==> src/sv/wpm_pkg.sv <==
`timescale 1ns / 1ps
// ----------------------------------------------------------------------------
// wpm_pkg
// Shared constants and types of the wildcard pattern matcher.
// ----------------------------------------------------------------------------
package wpm_pkg;

   localparam int MAX_POSITIONS = 32;
   localparam int CSR_DATA_W    = 64;
   localparam int CSR_ADDR_W    = 6;
   localparam int REG_IDX_W     = 3;
   localparam int LEN_W         = 6;

   localparam logic [7:0] CHAR_STAR = 8'h2A;
   localparam logic [7:0] CHAR_ANY  = 8'h3F;

   localparam logic CMD_BYTE = 1'b0;
   localparam logic CMD_END  = 1'b1;

   localparam logic [REG_IDX_W-1:0] REG_BYTES_LO     = 3'd0;
   localparam logic [REG_IDX_W-1:0] REG_BYTES_MID_LO = 3'd1;
   localparam logic [REG_IDX_W-1:0] REG_BYTES_MID_HI = 3'd2;
   localparam logic [REG_IDX_W-1:0] REG_BYTES_HI     = 3'd3;
   localparam logic [REG_IDX_W-1:0] REG_STAR_MASK    = 3'd4;
   localparam logic [REG_IDX_W-1:0] REG_ANY_MASK     = 3'd5;
   localparam logic [REG_IDX_W-1:0] REG_LENGTH       = 3'd6;

   typedef struct packed {
      logic [8*MAX_POSITIONS-1:0] pat_bytes;
      logic [MAX_POSITIONS-1:0]   star_mask;
      logic [MAX_POSITIONS-1:0]   any_mask;
      logic [LEN_W-1:0]           pattern_length;
   } pattern_cfg_type;

endpackage

==> src/sv/wpm_req_if.sv <==
`timescale 1ns / 1ps
// ----------------------------------------------------------------------------
// wpm_req_if
// Input channel: one byte or end-of-sequence command per item.
// ----------------------------------------------------------------------------
interface wpm_req_if;
   logic       valid;
   logic       ready;
   logic       command;
   logic [7:0] seq_byte;

   modport source (output valid, command, seq_byte, input ready);
   modport sink   (input valid, command, seq_byte, output ready);
endinterface

==> src/sv/wpm_rsp_if.sv <==
`timescale 1ns / 1ps
// ----------------------------------------------------------------------------
// wpm_rsp_if
// Result channel: match verdict for each item.
// ----------------------------------------------------------------------------
interface wpm_rsp_if;
   logic valid;
   logic ready;
   logic matched;
   logic final_res;
   logic any_alive;

   modport source (output valid, matched, final_res, any_alive, input ready);
   modport sink   (input valid, matched, final_res, any_alive, output ready);
endinterface

==> src/sv/wpm_csr.sv <==
`timescale 1ns / 1ps
// ----------------------------------------------------------------------------
// wpm_csr
// APB register file holding the pattern; flags every write to a known register.
// ----------------------------------------------------------------------------
module wpm_csr
   import wpm_pkg::*;
(
   input  logic                  clock,
   input  logic                  reset,
   input  logic                  psel,
   input  logic                  penable,
   input  logic                  pwrite,
   input  logic [CSR_ADDR_W-1:0] paddr,
   input  logic [CSR_DATA_W-1:0] pwdata,
   output logic [CSR_DATA_W-1:0] prdata,
   output logic                  pready,
   output pattern_cfg_type       cfg,
   output logic                  cfg_written
);

   logic [63:0]            bytes_lo_ff, bytes_mid_lo_ff, bytes_mid_hi_ff, bytes_hi_ff;
   logic [31:0]            star_ff, any_ff;
   logic [LEN_W-1:0]       len_ff;
   logic [REG_IDX_W-1:0]   idx;
   logic                   wr;

   assign pready = 1'b1;
   assign idx    = paddr[CSR_ADDR_W-1:3];
   assign wr     = psel && penable && pwrite;

   always_ff @(posedge clock) begin
      if (reset) begin
         bytes_lo_ff     <= '0;
         bytes_mid_lo_ff <= '0;
         bytes_mid_hi_ff <= '0;
         bytes_hi_ff     <= '0;
         star_ff         <= '0;
         any_ff          <= '0;
         len_ff          <= '0;
         cfg_written     <= 1'b0;
      end else begin
         cfg_written <= 1'b0;
         if (wr) begin
            unique case (idx)
               REG_BYTES_LO: begin
                  bytes_lo_ff <= pwdata;
                  cfg_written <= 1'b1;
               end
               REG_BYTES_MID_LO: begin
                  bytes_mid_lo_ff <= pwdata;
                  cfg_written     <= 1'b1;
               end
               REG_BYTES_MID_HI: begin
                  bytes_mid_hi_ff <= pwdata;
                  cfg_written     <= 1'b1;
               end
               REG_BYTES_HI: begin
                  bytes_hi_ff <= pwdata;
                  cfg_written <= 1'b1;
               end
               REG_STAR_MASK: begin
                  star_ff     <= pwdata[31:0];
                  cfg_written <= 1'b1;
               end
               REG_ANY_MASK: begin
                  any_ff      <= pwdata[31:0];
                  cfg_written <= 1'b1;
               end
               REG_LENGTH: begin
                  len_ff      <= pwdata[LEN_W-1:0];
                  cfg_written <= 1'b1;
               end
               default: begin
               end
            endcase
         end
      end
   end

   always_comb begin
      unique case (idx)
         REG_BYTES_LO:     prdata = bytes_lo_ff;
         REG_BYTES_MID_LO: prdata = bytes_mid_lo_ff;
         REG_BYTES_MID_HI: prdata = bytes_mid_hi_ff;
         REG_BYTES_HI:     prdata = bytes_hi_ff;
         REG_STAR_MASK:    prdata = {32'd0, star_ff};
         REG_ANY_MASK:     prdata = {32'd0, any_ff};
         REG_LENGTH:       prdata = {{(CSR_DATA_W-LEN_W){1'b0}}, len_ff};
         default:          prdata = '0;
      endcase
   end

   assign cfg.pat_bytes      = {bytes_hi_ff, bytes_mid_hi_ff, bytes_mid_lo_ff, bytes_lo_ff};
   assign cfg.star_mask      = star_ff;
   assign cfg.any_mask       = any_ff;
   assign cfg.pattern_length = len_ff;

endmodule

==> src/sv/wpm_nfa.sv <==
`timescale 1ns / 1ps
// ----------------------------------------------------------------------------
// wpm_nfa
// Next-state logic of the position set: advance by one byte, close over stars; an end command rearms it.
// ----------------------------------------------------------------------------
module wpm_nfa
   import wpm_pkg::*;
#(
   parameter int PATTERN_LEN = MAX_POSITIONS
) (
   input  pattern_cfg_type        cfg,
   input  logic [PATTERN_LEN:0]   active,
   input  logic                   command,
   input  logic [7:0]             seq_byte,
   output logic [PATTERN_LEN:0]   next_active,
   output logic [PATTERN_LEN:0]   rearm_vec,
   output logic                   matched,
   output logic                   any_alive
);

   localparam int SW   = PATTERN_LEN + 1;
   localparam int IDXW = $clog2(SW);

   logic [IDXW-1:0]        eff_len;
   logic [PATTERN_LEN-1:0] star_e;
   logic [PATTERN_LEN-1:0] hit_e;
   logic [SW-1:0]          step_vec;
   logic [SW-1:0]          stepped;

   // star run closure as a parallel prefix: bit j gets bit k when all of
   // positions k..j-1 are stars
   function automatic logic [SW-1:0] close_stars(input logic [SW-1:0] s,
                                                 input logic [PATTERN_LEN-1:0] st);
      logic [SW-1:0] g, p, g_n, p_n;
      g = s;
      p = {st, 1'b0};
      for (int l = 0; l < IDXW; l++) begin
         g_n = g;
         p_n = p;
         for (int j = 0; j < SW; j++) begin
            if (j >= (1 << l)) begin
               g_n[j] = g[j] | (p[j] & g[j - (1 << l)]);
               p_n[j] = p[j] & p[j - (1 << l)];
            end
         end
         g = g_n;
         p = p_n;
      end
      return g;
   endfunction

   always_comb begin
      if (32'(cfg.pattern_length) > PATTERN_LEN) begin
         eff_len = IDXW'(PATTERN_LEN);
      end else begin
         eff_len = IDXW'(cfg.pattern_length);
      end
   end

   always_comb begin
      for (int i = 0; i < PATTERN_LEN; i++) begin
         logic [7:0] b;
         logic       in_use;
         b         = cfg.pat_bytes[i*8 +: 8];
         in_use    = (i < 32'(eff_len));
         star_e[i] = in_use && (cfg.star_mask[i] || b == CHAR_STAR);
         hit_e[i]  = in_use && (cfg.any_mask[i] || b == CHAR_ANY || b == seq_byte);
      end
   end

   always_comb begin
      step_vec = '0;
      for (int i = 0; i < PATTERN_LEN; i++) begin
         if (active[i] && star_e[i]) begin
            step_vec[i] = 1'b1;
         end
         if (active[i] && !star_e[i] && hit_e[i]) begin
            step_vec[i+1] = 1'b1;
         end
      end
   end

   assign rearm_vec = close_stars(SW'(1), star_e);
   assign stepped   = close_stars(step_vec, star_e);

   always_comb begin
      if (command == CMD_END) begin
         next_active = rearm_vec;
         matched     = active[eff_len];
         any_alive   = |active;
      end else begin
         next_active = stepped;
         matched     = stepped[eff_len];
         any_alive   = |stepped;
      end
   end

endmodule

==> src/sv/wildcard_pattern_matcher.sv <==
`timescale 1ns / 1ps
// Pipeline: the accepted item is registered in the input stage, then its result in the output stage.
// Throughput: one item per cycle unless the result channel stalls; the position-set
// update is one pass of byte compare plus a log-depth star closure between input and result regs.
// Reset: synchronous; clears all pattern registers and arms the empty pattern.
// A register write rearms the position set at the clock edge after the write.
// ----------------------------------------------------------------------------
// wildcard_pattern_matcher
// Streams bytes through a wildcard NFA ('*', '?', literals) of up to 32
// positions and reports the match state after each item.
// ----------------------------------------------------------------------------
module wildcard_pattern_matcher
   import wpm_pkg::*;
#(
   parameter int PATTERN_LEN = MAX_POSITIONS
) (
   input  logic                  clock,
   input  logic                  reset,
   wpm_req_if.sink               req_ch,
   wpm_rsp_if.source             rsp_ch,
   input  logic                  psel,
   input  logic                  penable,
   input  logic                  pwrite,
   input  logic [CSR_ADDR_W-1:0] paddr,
   input  logic [CSR_DATA_W-1:0] pwdata,
   output logic [CSR_DATA_W-1:0] prdata,
   output logic                  pready
);

   pattern_cfg_type      cfg;
   logic                 cfg_written;

   logic                 in_valid_ff;
   logic                 in_cmd_ff;
   logic [7:0]           in_byte_ff;
   logic [PATTERN_LEN:0] active_ff;

   logic                 out_valid_ff;
   logic                 out_matched_ff;
   logic                 out_final_ff;
   logic                 out_alive_ff;

   logic [PATTERN_LEN:0] active_in;
   logic [PATTERN_LEN:0] rearm_vec;
   logic                 matched_in;
   logic                 alive_in;
   logic                 advance;

   wpm_csr u_csr (
      .clock       (clock),
      .reset       (reset),
      .psel        (psel),
      .penable     (penable),
      .pwrite      (pwrite),
      .paddr       (paddr),
      .pwdata      (pwdata),
      .prdata      (prdata),
      .pready      (pready),
      .cfg         (cfg),
      .cfg_written (cfg_written)
   );

   wpm_nfa #(.PATTERN_LEN(PATTERN_LEN)) u_nfa (
      .cfg         (cfg),
      .active      (active_ff),
      .command     (in_cmd_ff),
      .seq_byte    (in_byte_ff),
      .next_active (active_in),
      .rearm_vec   (rearm_vec),
      .matched     (matched_in),
      .any_alive   (alive_in)
   );

   assign advance      = in_valid_ff && (!out_valid_ff || rsp_ch.ready);
   assign req_ch.ready = !in_valid_ff || advance;

   always_ff @(posedge clock) begin
      if (reset) begin
         in_valid_ff   <= 1'b0;
         out_valid_ff  <= 1'b0;
         active_ff     <= (PATTERN_LEN+1)'(1);
      end else begin
         // cfg_written is high in the cycle after the write, new pattern in place
         if (cfg_written) begin
            active_ff <= rearm_vec;
         end else if (advance) begin
            active_ff <= active_in;
         end
         if (req_ch.ready) begin
            in_valid_ff <= req_ch.valid;
         end
         if (advance) begin
            out_valid_ff <= 1'b1;
         end else if (rsp_ch.ready) begin
            out_valid_ff <= 1'b0;
         end
      end
   end

   always_ff @(posedge clock) begin
      if (req_ch.valid && req_ch.ready) begin
         in_cmd_ff  <= req_ch.command;
         in_byte_ff <= req_ch.seq_byte;
      end
      if (advance) begin
         out_matched_ff <= matched_in;
         out_final_ff   <= (in_cmd_ff == CMD_END);
         out_alive_ff   <= alive_in;
      end
   end

   assign rsp_ch.valid     = out_valid_ff;
   assign rsp_ch.matched   = out_matched_ff;
   assign rsp_ch.final_res = out_final_ff;
   assign rsp_ch.any_alive = out_alive_ff;

`ifndef SYNTH
   a_end_rearms: assert property (@(posedge clock) disable iff (reset)
      (advance && in_cmd_ff == CMD_END && !cfg_written) |=> active_ff == $past(rearm_vec))
      else $error("end item did not rearm the position set");

   a_stall_holds: assert property (@(posedge clock) disable iff (reset)
      (in_valid_ff && !advance) |=> (in_valid_ff && $stable(in_byte_ff) && $stable(in_cmd_ff)))
      else $error("stalled input item was lost or changed");

   a_write_rearm: assert property (@(posedge clock) disable iff (reset)
      cfg_written |=> active_ff == $past(rearm_vec))
      else $error("register write did not rearm the position set");
`endif

endmodule
==> src/flat_wrapper.sv <==
// flat-port wrapper written by rule: the top's interface ports become plain ports
module wildcard_pattern_matcher_flat import wpm_pkg::*;
#(
   parameter int PATTERN_LEN = MAX_POSITIONS
)
  (clock, reset, psel, penable, pwrite, paddr, pwdata, prdata, pready, req_ch_valid, req_ch_command, req_ch_seq_byte, req_ch_ready, rsp_ch_valid, rsp_ch_matched, rsp_ch_final_res, rsp_ch_any_alive, rsp_ch_ready);
  wpm_req_if req_ch_i ();
  wpm_rsp_if rsp_ch_i ();
  input  logic clock;
  input  logic reset;
  input  logic psel;
  input  logic penable;
  input  logic pwrite;
  input  logic [CSR_ADDR_W-1:0] paddr;
  input  logic [CSR_DATA_W-1:0] pwdata;
  output logic [CSR_DATA_W-1:0] prdata;
  output logic pready;
  input wire logic [$bits(req_ch_i.valid)-1:0] req_ch_valid;
  input wire logic [$bits(req_ch_i.command)-1:0] req_ch_command;
  input wire logic [$bits(req_ch_i.seq_byte)-1:0] req_ch_seq_byte;
  output wire logic [$bits(req_ch_i.ready)-1:0] req_ch_ready;
  output wire logic [$bits(rsp_ch_i.valid)-1:0] rsp_ch_valid;
  output wire logic [$bits(rsp_ch_i.matched)-1:0] rsp_ch_matched;
  output wire logic [$bits(rsp_ch_i.final_res)-1:0] rsp_ch_final_res;
  output wire logic [$bits(rsp_ch_i.any_alive)-1:0] rsp_ch_any_alive;
  input wire logic [$bits(rsp_ch_i.ready)-1:0] rsp_ch_ready;
  assign req_ch_i.valid = req_ch_valid;
  assign req_ch_i.command = req_ch_command;
  assign req_ch_i.seq_byte = req_ch_seq_byte;
  assign req_ch_ready = req_ch_i.ready;
  assign rsp_ch_valid = rsp_ch_i.valid;
  assign rsp_ch_matched = rsp_ch_i.matched;
  assign rsp_ch_final_res = rsp_ch_i.final_res;
  assign rsp_ch_any_alive = rsp_ch_i.any_alive;
  assign rsp_ch_i.ready = rsp_ch_ready;
  wildcard_pattern_matcher #(.PATTERN_LEN(PATTERN_LEN)) u_core (.clock(clock), .reset(reset), .req_ch(req_ch_i), .rsp_ch(rsp_ch_i), .psel(psel), .penable(penable), .pwrite(pwrite), .paddr(paddr), .pwdata(pwdata), .prdata(prdata), .pready(pready));
endmodule
==> config.mk <==
export PLATFORM = sky130hd
export DESIGN_NAME = wildcard_pattern_matcher_flat
export DESIGN_NICKNAME = d
export VERILOG_FILES = /design/src/sv/wpm_pkg.sv /design/src/sv/wpm_req_if.sv /design/src/sv/wpm_rsp_if.sv /design/src/sv/wpm_csr.sv /design/src/sv/wpm_nfa.sv /design/src/sv/wildcard_pattern_matcher.sv /design/src/flat_wrapper.sv
export SDC_FILE = /design/constraint.sdc
export NUM_CORES = 1
export LEC_CHECK = 0
export BUFFER_PORTS_ARGS = -buffer_cell sky130_fd_sc_hd__buf_2
export CAP_MARGIN = 10
export CORE_ASPECT_RATIO = 1.25
export CORE_MARGIN = 8
export CORE_UTILIZATION = 40
export CTS_CLUSTER_DIAMETER = 120
export DETAILED_ROUTE_END_ITERATION = 10
export GPL_TIMING_DRIVEN = 0
export PLACE_DENSITY = 0.66
export SYNTH_ARGS = -nofsm -noshare
export SYNTH_HDL_FRONTEND = slang
export SYNTH_SLANG_ARGS = --single-unit
==> constraint.sdc <==
create_clock -name clock -period 4.9 [get_ports clock]
set_input_delay 1.225 -clock clock [delete_from_list [all_inputs] [get_ports clock]]
set_output_delay 1.225 -clock clock [all_outputs]
set_load 0.01 [all_outputs]
==> reports/metrics.yaml <==
worst_setup_path:
  end_kind: "output port"
  cp.arrival_ns: 3.64
  worstPathBufferInverterCount: 4
  rrSetupSlack_ns: 0.12
  cp_slowest_cell: "clkdlybuf4s15_2"
  cp_top_family: "buffers and inverters"
  crit_type: "in2out"
  cp-start-kind: "primary input"
  critPathMaxStageDelay_ns: 0.59
  r2r_start: "u_core.in_byte_ff[5]$_DFFE_PP_"
  crit_fanout: 10
  worstReg2RegEnd: "u_core.rsp_ch.matched$_DFFE_PP_"
  crit_start: "paddr[5]"
  reg2regPathDepth: 14
  critical_path_required_ns: 3.67
  cp_cell_sequence: "clkbuf_1 -> nor3b_2 -> clkbuf_2 -> clkdlybuf4s15_2 -> a22oi_1 -> nand3_1 -> buf_2"
clocking:
  root_buffer: "clkbuf_16"
  path_clk_slew_ns: 0.06
  holdBufCountCts: 0
  cts_buffers: 43
  tritoncts: "done"
  cts_sinks: 374
  clk_path_buf_depth: 3
  h-tree-depth: 2
  insertion_delay_ns: 0.59
sta:
  fmax_mhz: 206
  setup_viol: 0
  slew_violations: 0
  rsz0062_at_grt: "no"
  max_slew_margin: 0.113
  period_share: 0.992
  tns_ns: 0
  finClkSkew_ns: 0.0216
  final-hold-violation-count: 0
  worst_pin_slew_ns: 1.32
  min_period_ns: 4.86
hold_path:
  hold_end: "u_core.u_csr.star_ff[27]$_SDFFE_PP0P_"
  min_delay_path_depth: 2
  holdCritStartpoint: "u_core.u_csr.star_ff[27]$_SDFFE_PP0P_"
  min_path_type: "reg2reg"
detailed_routing:
  routedWlPerCell_um: 29.7
  wl_um: 119000
  viasPerCell: 6.54
  first_iter_violations: 3802
  ant_nets: 0
  post-route-drc-count: 0
  num_vias: 26100
  drt_first_pass_iters: 6
place:
  hpwl_um: 89900
  routabilityCongestion: 1.06
  io_buffers: 148
pwr:
  powerDensity_nw_per_um2: 285
  total_power_mw: 7.42
  leakagePower_nw: 8.68
  vdd_drop_max_mv: 0.246
die:
  num_rows: 97
  dieWidth_um: 229
  dieArea_um2: 64500
  num_io_pins: 156
  core-area_um2: 55900
  initial_core_util: 0.405
  die_h_um: 282
yosys:
  async_flop_share: 0
  yosysWarnings: 0
  synth.avg_cell_area_um2: 7.50
  netlist_instances: 3017
  ys_ff_latch: 374
  synth_area_leader_cell: "dfxtp_1"
  synth_top_area_share: 0.320
  yosys_most_used_dff: "dfxtp_1"
  synth.most_common_cell: "nand2_1"
  netlist_top_cells_count: "732 x nand2_1, 388 x a21oi_1, 362 x dfxtp_1, 216 x xnor2_1, 155 x clkbuf_1"
  synth.area.top_cells: "dfxtp_1 32%, nand2_1 12%, a21oi_1 8.6%"
  ys_types: 86
  ys_seq_area_frac: 0.336
  synth_edf_count: 12
  synth_area_um2: 22600
  synth.net_count: 3103
status:
  status: "finished, final reports clean"
cells_and_area:
  nNetsFinal: 3295
  multi_input_comb_area_um2: 14100
  nFillCells: 5777
  area_growth_pct: 14.8
  seq_area_um2: 7610
  drive_gt1_frac: 0.105
global_route:
  grt_usage: 0.352
  antenna_found_initial: 8
  grt_pass1_wl_um: 169000
  grt_overflow_total: 0
  grt_pass1_vias: 24600
  grt_max_degree: 20
job:
  maxCapViolCount: 0
[sequential cells by signal, summed over array words and instances, names as in the netlist, 6 cells and up]
| signal | count |
|---|---|
| u_core.u_csr.bytes_hi_ff | 64 |
| u_core.u_csr.bytes_lo_ff | 64 |
| u_core.u_csr.bytes_mid_hi_ff | 64 |
| u_core.u_csr.bytes_mid_lo_ff | 64 |
| u_core.active_ff | 33 |
| u_core.u_csr.any_ff | 32 |
| u_core.u_csr.star_ff | 32 |
| u_core.in_byte_ff | 8 |
| u_core.u_csr.len_ff | 6 |
[power by group]
group	internal (mW)	total [mW]	switching, mW
Clock	2.10	3.53	1.43
Combinational	0.221	0.711	0.490
Sequential	3.10	3.18	0.0782
[placed cells by master, fill, tap and decap left out, types with 31 or more instances in the layout]
| cell | count |
|---|---|
| a21oi_1 | 385 |
| a221o_1 | 39 |
| a22o_1 | 34 |
| a22oi_1 | 86 |
| a41oi_1 | 31 |
| and2_1 | 38 |
| and3_1 | 49 |
| buf_2 | 165 |
| clkbuf_1 | 145 |
| clkbuf_16 | 46 |
| dfxtp_1 | 362 |
| nand2_1 | 732 |
| nand3_1 | 71 |
| nand4_1 | 67 |
| nor2_1 | 117 |
| nor3_1 | 65 |
| o21ai_0 | 54 |
| xnor2_1 | 216 |
| xor2_1 | 40 |
[through the flow]
| step | setup WS (ns) | util | hold WS, ns | cells | area (µm²) |
|---|---|---|---|---|---|
| 2_1_floorplan | 0.763 | - | 0.446 | 3017 | 22600 |
| 3_3_place_gp | -0.848 | 0.434 | 0.455 | 3907 | 24300 |
| 3_5_place_dp | -0.841 | 0.435 | 0.461 | 3909 | 24300 |
| 4_1_cts | 0.0128 | 0.462 | 0.469 | 3981 | 25900 |
| 5_1_grt | 0.000703 | 0.464 | 0.480 | 3984 | 26000 |
| 6_report | 0.0378 | 0.465 | 0.483 | 3989 | 26000 |
[layer usage]
metal  vias up  GRT usage  wire length, µm
li1      11300          -                -
met1     12400      0.390            40800
met2      1799      0.570            52600
met3       609     0.0892            13200
met4         8      0.289            11900
met5         -          0               58
[area by class of cell]
class / count / share of cell area
diodes: 6 / 0.000578
flip-flops and latches: 374 / 0.293
inverters: 22 / 0.00318
well taps: 742 / 0.0357
repair buffers: 153 / 0.0304
multi-input cells: 2410 / 0.543
clock buffers: 59 / 0.0492
clock inverters: 18 / 0.00905
plain buffers: 205 / 0.0362
[worst max-delay path by stage]
stage | slack (ns) | cells past startpoint | to
after global placement | -0.85 | 9 | prdata[9]
after global routing | 0.0007 | 14 | u_core.rsp_ch.any_alive$_DFFE_PP_
after detailed placement | -0.84 | 9 | prdata[9]
after floorplan | 0.76 | 8 | prdata[29]
final | 0.04 | 7 | prdata[14]
after CTS | 0.01 | 16 | u_core.rsp_ch.any_alive$_DFFE_PP_
[cell families (layout without fill, tap and decap cells)]
family | after synthesis | in the layout | synth area share
AOI/OAI and AO/OA | 847 | 847 | 0.246
and+or+nand+nor | 1275 | 1275 | 0.256
muxes | 31 | 31 | 0.0201
DFF | 374 | 374 | 0.336
xor gates and xnor gates | 256 | 256 | 0.0991
buffers and inverters | 233 | 457 | 0.0430
other | 1 | 7 | 0.000166
[worst reg2reg max path, delay by kind of cell, from the launching register on]
| kind | cells | cell delay [ns] |
|---|---|---|
| AOI/OAI and AO/OA | 7 | 2.33 |
| xor gates and xnor gates | 1 | 0.13 |
| buffers and inverters | 3 | 1.30 |
| DFF | 1 | 0.32 |
| and+or+nand+nor | 3 | 0.46 |
[repair_timing]
item                       4_1_cts  5_1_grt
resized for setup               24       35
setup buffers                    0        3
setup endpoints to repair       37       27
pin swaps                        1        3
Note: power is estimated with default switching activity, not from simulation.
